`config.mk`:
```
export PLATFORM = sky130hd
export DESIGN_NAME = salc_ctrl
export DESIGN_NICKNAME = d
export VERILOG_FILES = /design/src/hw/rtl/salc_pkg.sv /design/src/hw/rtl/salc_ctrl.sv
export SDC_FILE = /design/constraint.sdc
export NUM_CORES = 1
export LEC_CHECK = 0
export BUFFER_PORTS_ARGS = -buffer_cell sky130_fd_sc_hd__buf_2
export CAP_MARGIN = 20
export CORE_AREA = 3 3 40 42
export CTS_CLUSTER_DIAMETER = 200
export CTS_CLUSTER_SIZE = 24
export DETAILED_ROUTE_END_ITERATION = 8
export DIE_AREA = 0 0 43 45
export SLEW_MARGIN = 10
export SYNTH_ARGS = -nofsm -noshare
export SYNTH_HDL_FRONTEND = slang
export SYNTH_SLANG_ARGS = --single-unit
```
`constraint.sdc`:
```
create_clock -name clock -period 2.45 [get_ports clock]
set_input_delay 0.735 -clock clock [delete_from_list [all_inputs] [get_ports clock]]
set_output_delay 0.735 -clock clock [all_outputs]
set_load 0.01 [all_outputs]
```
`src/hw/rtl/salc_pkg.sv`:
```
// Package for the set-associative LRU cache tag core: constants, types, shared commands.
// Used by salc_ctrl, salc_dp and set_assoc_lru_cache_prefetch_core.
package salc_pkg;

   localparam int NumSetsDefault   = 64;
   localparam int NumWaysDefault   = 4;
   localparam int AddrWidthDefault = 48;

   localparam int CsrIdxWidth = 2;
   localparam logic [CsrIdxWidth-1:0] CSR_OFFSET_BITS = 2'd0;
   localparam logic [CsrIdxWidth-1:0] CSR_SET_BITS    = 2'd1;
   localparam logic [CsrIdxWidth-1:0] CSR_WAYS        = 2'd2;
   localparam logic [CsrIdxWidth-1:0] CSR_PREFETCH    = 2'd3;

   localparam int CntWidth = 32;

   // controller -> datapath commands
   typedef struct packed {
      logic take_req;    // capture request, compute demand set/tag, issue RAM read
      logic demand_upd;  // demand lookup on read data, write set back
      logic pf_read;     // issue RAM read of next-line set
      logic pf_upd;      // prefetch lookup, write set back on a miss
      logic rsp_load;    // load output register
   } salc_cmd_type;

   // datapath -> controller status
   typedef struct packed {
      logic demand_miss;
      logic prefetch_on;
   } salc_sts_type;

   typedef enum logic [4:0] {
      ST_IDLE   = 5'b00001,
      ST_DLOOK  = 5'b00010,
      ST_PREAD  = 5'b00100,
      ST_PLOOK  = 5'b01000,
      ST_RSP    = 5'b10000
   } salc_state_type;

endpackage

```
`src/hw/rtl/salc_ctrl.sv`:
```
// Controller state machine for the cache tag core.
// Depends on salc_pkg (command, status and state types).
module salc_ctrl (
   input  logic                  clock,
   input  logic                  reset,
   input  logic                  req_tvalid,
   output logic                  req_tready,
   output logic                  rsp_tvalid,
   input  logic                  rsp_tready,
   input  salc_pkg::salc_sts_type sts,
   output salc_pkg::salc_cmd_type cmd
);
   salc_pkg::salc_state_type state_ff, state_in;
   logic rsp_valid_ff, rsp_valid_in;

   // a new request may enter while the previous result waits in the output register
   assign req_tready = (state_ff == salc_pkg::ST_IDLE);
   assign rsp_tvalid = rsp_valid_ff;

   always_comb begin
      state_in     = state_ff;
      cmd          = '0;
      rsp_valid_in = rsp_valid_ff;
      if (rsp_valid_ff && rsp_tready) begin
         rsp_valid_in = 1'b0;
      end
      unique case (state_ff)
         salc_pkg::ST_IDLE: begin
            if (req_tvalid) begin
               cmd.take_req = 1'b1;
               state_in     = salc_pkg::ST_DLOOK;
            end
         end
         salc_pkg::ST_DLOOK: begin
            cmd.demand_upd = 1'b1;
            state_in = (sts.demand_miss && sts.prefetch_on) ? salc_pkg::ST_PREAD
                                                            : salc_pkg::ST_RSP;
         end
         salc_pkg::ST_PREAD: begin
            cmd.pf_read = 1'b1;
            state_in    = salc_pkg::ST_PLOOK;
         end
         salc_pkg::ST_PLOOK: begin
            cmd.pf_upd = 1'b1;
            state_in   = salc_pkg::ST_RSP;
         end
         salc_pkg::ST_RSP: begin
            if (!rsp_valid_ff || rsp_tready) begin
               cmd.rsp_load = 1'b1;
               rsp_valid_in = 1'b1;
               state_in     = salc_pkg::ST_IDLE;
            end
         end
         default: state_in = salc_pkg::ST_IDLE;
      endcase
   end

   always_ff @(posedge clock) begin
      if (reset) begin
         state_ff     <= salc_pkg::ST_IDLE;
         rsp_valid_ff <= 1'b0;
      end else begin
         state_ff     <= state_in;
         rsp_valid_ff <= rsp_valid_in;
      end
   end
endmodule

```
* After elaboration in Yosys (flattened, before gate mapping)
Index checks and enable logic that the tools add are counted.
** Storage, ports and cells
- Flip-flop bits (word level) :: 6
- Bits of input ports :: 6
- Output and inout bits :: 7
- Logic and storage cells :: 28
** Operators by class
- Equal/unequal tests :: 7
- Mux-type cells :: 14
- Reduce and logical (&&, ||, !) cells :: 5
** Operators by type and width (number)
- case mux 5 bit (5 select lines) :: 1
- two-way mux 5 bit :: 3
- two-way mux 1 bit :: 10
- == test 5 x 1 -> 1 bit, second input constant :: 1
- == test 5 x 2 -> 1 bit, second input constant :: 1
- == test 5 x 3 -> 1 bit, second input constant :: 1
- == test 5 x 4 -> 1 bit, second input constant :: 1
- == test 5 bit, second input constant :: 1
- inequality test 2 bit, second input constant :: 2
- logical AND 1 bit :: 2
- AND reduction 2 bit :: 1
- logical NOT 1 bit :: 1
- logical OR 1 bit :: 1

* Depth between registers and ports, before layout
- Word-level depth :: 4
- Gate-level depth with buffers :: 5

* Worst setup path before layout
OpenSTA, ideal clock, no wires.
- Path kind :: register to output
- From :: register state_ff[1]
- To :: output cmd[0] in the netlist's numbering
- Arrival :: 1.100 ns
- Required time :: 1.715 ns
- Setup slack :: 0.615 ns
- Cell stages (with the launch flop) :: 4
- Cells stage by stage :: dfxtp_1 > nor2_1 > and4bb_1 > nor2b_1
** RTL lines
- from (decl) :: line salc_ctrl.sv:13 : salc_pkg::salc_state_type state_ff, state_in;
- from (signal assigned) :: line salc_ctrl.sv:60 : state_ff <= salc_pkg::ST_IDLE;
- from (signal assigned) :: line salc_ctrl.sv:63 : state_ff <= state_in;
- to (decl) :: line salc_ctrl.sv:11 : output salc_pkg::salc_cmd_type cmd

==> impl_metrics.csv <==
group,metric,value,unit
setup_path,timing.critical_path.fanout_max,6,
run_status,result_of_the_run,"finished, final reports clean",
job,max_cap_viol_count,0,
setup_path,worstPathRequired,1.71,ns
sta,finalSetupTns,0,ns
yosys,yosys.cell_types.count,25,
power_and_ir_drop,power_leakage,0.198,nW
yosys,synth-compound-area-share,26.4,%
routing,route.vias.total,338,
power_and_ir_drop,power.density_cell_area,603,mW/mm²
setup_path,crit_end,"cmd[0]",
yosys,postSynthRegisterBits,6,
yosys,muxShareOfSynthArea,0,%
yosys,synth_fp_nets,46,
yosys,yosys.area_share.xor_xnor,2.36,%
clocking,cts_inserted_buffers,3,
yosys,ys_seq_area_share,32.4,%
setup_path,critical_path.reg2reg.endpoint,"state_ff[2]",
grt,grt_start_max_net_pins,13,
clocking,cts-root-to-sink-buffers,2,
sta,final.min_clock_period,2.26,ns
grt,first_pass_grt_wire_length,1200,µm
sta,finalHoldViolCount,0,
sta,fin_crit_sh,92.4,%
final_layout,diodes,0,
final_layout,layoutNonFillerInstCount,67,
final_layout,final-seq-area,120,µm²
grt,groute.usage.overall,8.25,%
grt,antenna_found_initial,0,
clocking,cts.repair_timing.setup_buffer_count,0,
sta,setup_repair_after_global_routing_missed_its_margin,"no",
yosys,synth_fa_ha_area_share,0,%
clocking,cts_tree,"yes",
worst_hold_path,holdCritStartpoint,"state_ff[2]",
routing,post_drt_via_cell_ratio,5.04,
clocking,number_of_levels_the_h_tree_was_split_into,1,
sta,slew_viol_final,0,
sta,tightestPinTransition,0.375,ns
grt,first_global_vias,293,
sta,relSlewSlack,75.0,%
setup_path,critical_path.startpoint_type,"register",
clocking,clock_sink_count,6,
yosys,yosys_warnings,0,
place,placedCellCount,64,
setup_path,reg2reg_depth,3,
grt,global_route_total_overflow,0,
floorplan,dieWidth,43,µm
yosys,synth_simple_gate_area_share,32.1,%
routing,drt_wl_total,764,µm
setup_path,data_arrival_time_of_the_worst_path,1.53,ns
floorplan,core_area,0.00128,mm²
final_layout,filler_cell_count,130,
sta,holdWs,0.524,ns
sta,clock-skew-final,0.000254,ns
final_layout,layout.cells.most_common,"buf_2",
power_and_ir_drop,peak_supply_drop,277,µV
floorplan,placement_rows,13,
yosys,synth_cells,40,
floorplan,start_util,28.8,%
setup_path,timing.rr.start,"state_ff[4]",
routing,router_iterations_before_antenna_repair,4,
setup_path,r2r_slack,1.13,ns
yosys,synth_top_family_by_area,"simple AND/OR/NAND/NOR gates",
routing,drtAntennaViolNets,0,
clocking,holdBufCountCts,0,
yosys,synth_largest_area_cell,"dfxtp_1",
worst_hold_path,worst_hold_path_type,"reg2reg",
final_layout,design.final.nets,60,
setup_path,setup.worst_path.class,"reg2out",
routing,dr.first_iter.drc_count,13,
final_layout,most-common-layout-cells,"buf_2 (12), dfxtp_1 (6)",
setup_path,cp-startpoint,"state_ff[1]",
sta,maxClockFrequency,442,MHz
place,port-buffer-count,12,
clocking,ctsResizeCount,0,
routing,routed_len_inst,11.4,µm
floorplan,ioPinCount,13,
setup_path,setup.worst_path.end_class,"output port",
sta,final-setup-viol-count,0,
place,gp_congestion,0.704,
yosys,mapped_area,370,µm²
yosys,post_synth_main_area_contributors,"dfxtp_1 (32%), a2111oi_4 (7.4%), a41o_4 (5.7%), nor4bb_1 (5.4%), nor2b_1 (5.1%)",
clocking,clkLatencyLatePin,0.24,ns
final_layout,layout-drive-gt1-share,34.6,%
routing,route.detailed.drc,0,
yosys,synth.avg_cell_area,9.26,µm²
final_layout,multi_input_comb_area,225,µm²
clocking,clk_pin_slew_worst_paths,0.04,ns
floorplan,chipHeight,45,µm
yosys,synth_top_cell_area_share,32.4,%
final_layout,area_growth,22.6,%
clocking,cts.root.buffer_cell,"clkbuf_4",
floorplan,dieArea,0.00194,mm²
## flip-flops by register name, summed over array words and instances (netlist names)
signal and count:
state_ff 5, rsp_tvalid 1
## cell usage after synthesis
cell,n
nor3_1,1
o21ba_2,1
inv_1,2
nor4_1,2
nor4bb_1,2
and4bb_1,1
xor2_1,1
a41o_4,1
and4_1,1
o211ai_1,1
and3_1,1
nor2_1,3
nand3_1,1
a2111oi_4,1
dfxtp_1,6
a21oi_1,1
buf_2,1
o21ai_0,2
a21o_1,1
o311ai_1,1
nor3b_1,1
clkbuf_2,1
nand2_1,3
buf_4,1
nor2b_1,3
## critical path, cell delays in order, from the launching register on
cell	delay (ns)
dfxtp_1	0.34
nor2_1	0.32
and4bb_1	0.34
nor2b_1	0.15
buf_2	0.13
## cell families after synthesis
kind of cell	after synthesis
and+or+nand+nor	19
AOI/OAI and AO/OA	9
DFF	6
buffers and inverters	5
xor gates and xnor gates	1
## power by group
group | leakage (nW) | switching, W | internal (W)
clock network | 0.0138 | 0.0000339 | 0.0000553
registers | 0.0490 | 0.0000157 | 0.000105
logic | 0.135 | 0.0000313 | 0.0000323
## per-stage QoR
step	total power (W)	setup slack [ns]	cell area, µm²	utilization (%)
floorplan	0.000167	0.615	370	-
CTS	0.000278	0.188	454	35.3
finish	0.000274	0.187	454	35.3
detailed placement	0.000186	0.387	432	33.6
global route	0.000289	0.0740	454	35.3
global placement	0.000187	0.401	432	33.6
## worst min path at each step
stage / to / slack [ns] / cells after the start
6_report: state_ff[3] / 0.52 / 2
5_1_grt: state_ff[3] / 0.57 / 2
4_1_cts: state_ff[3] / 0.52 / 2
3_5_place_dp: state_ff[3] / 0.52 / 2
3_3_place_gp: state_ff[3] / 0.52 / 2
2_1_floorplan: state_ff[4] / 0.49 / 2
## final cells by class
cell class                 instances  area share (%)
multi-input combinational         29            49.6
inverter                           2            1.65
sequential                         6            26.4
tap                               15            4.13
timing repair buffer              12            13.2
clock buffer                       3            4.96
## layer usage
layer  routed length [µm]  vias to the layer above  track usage [%]
li1                     -                      174                -
met3                   68                        2             4.78
met4                    4                        0             1.81
met2                  294                       20             11.4
met1                  397                      142             11.1
met5                    0                        -                0
Power figures use the tool's default switching activity.
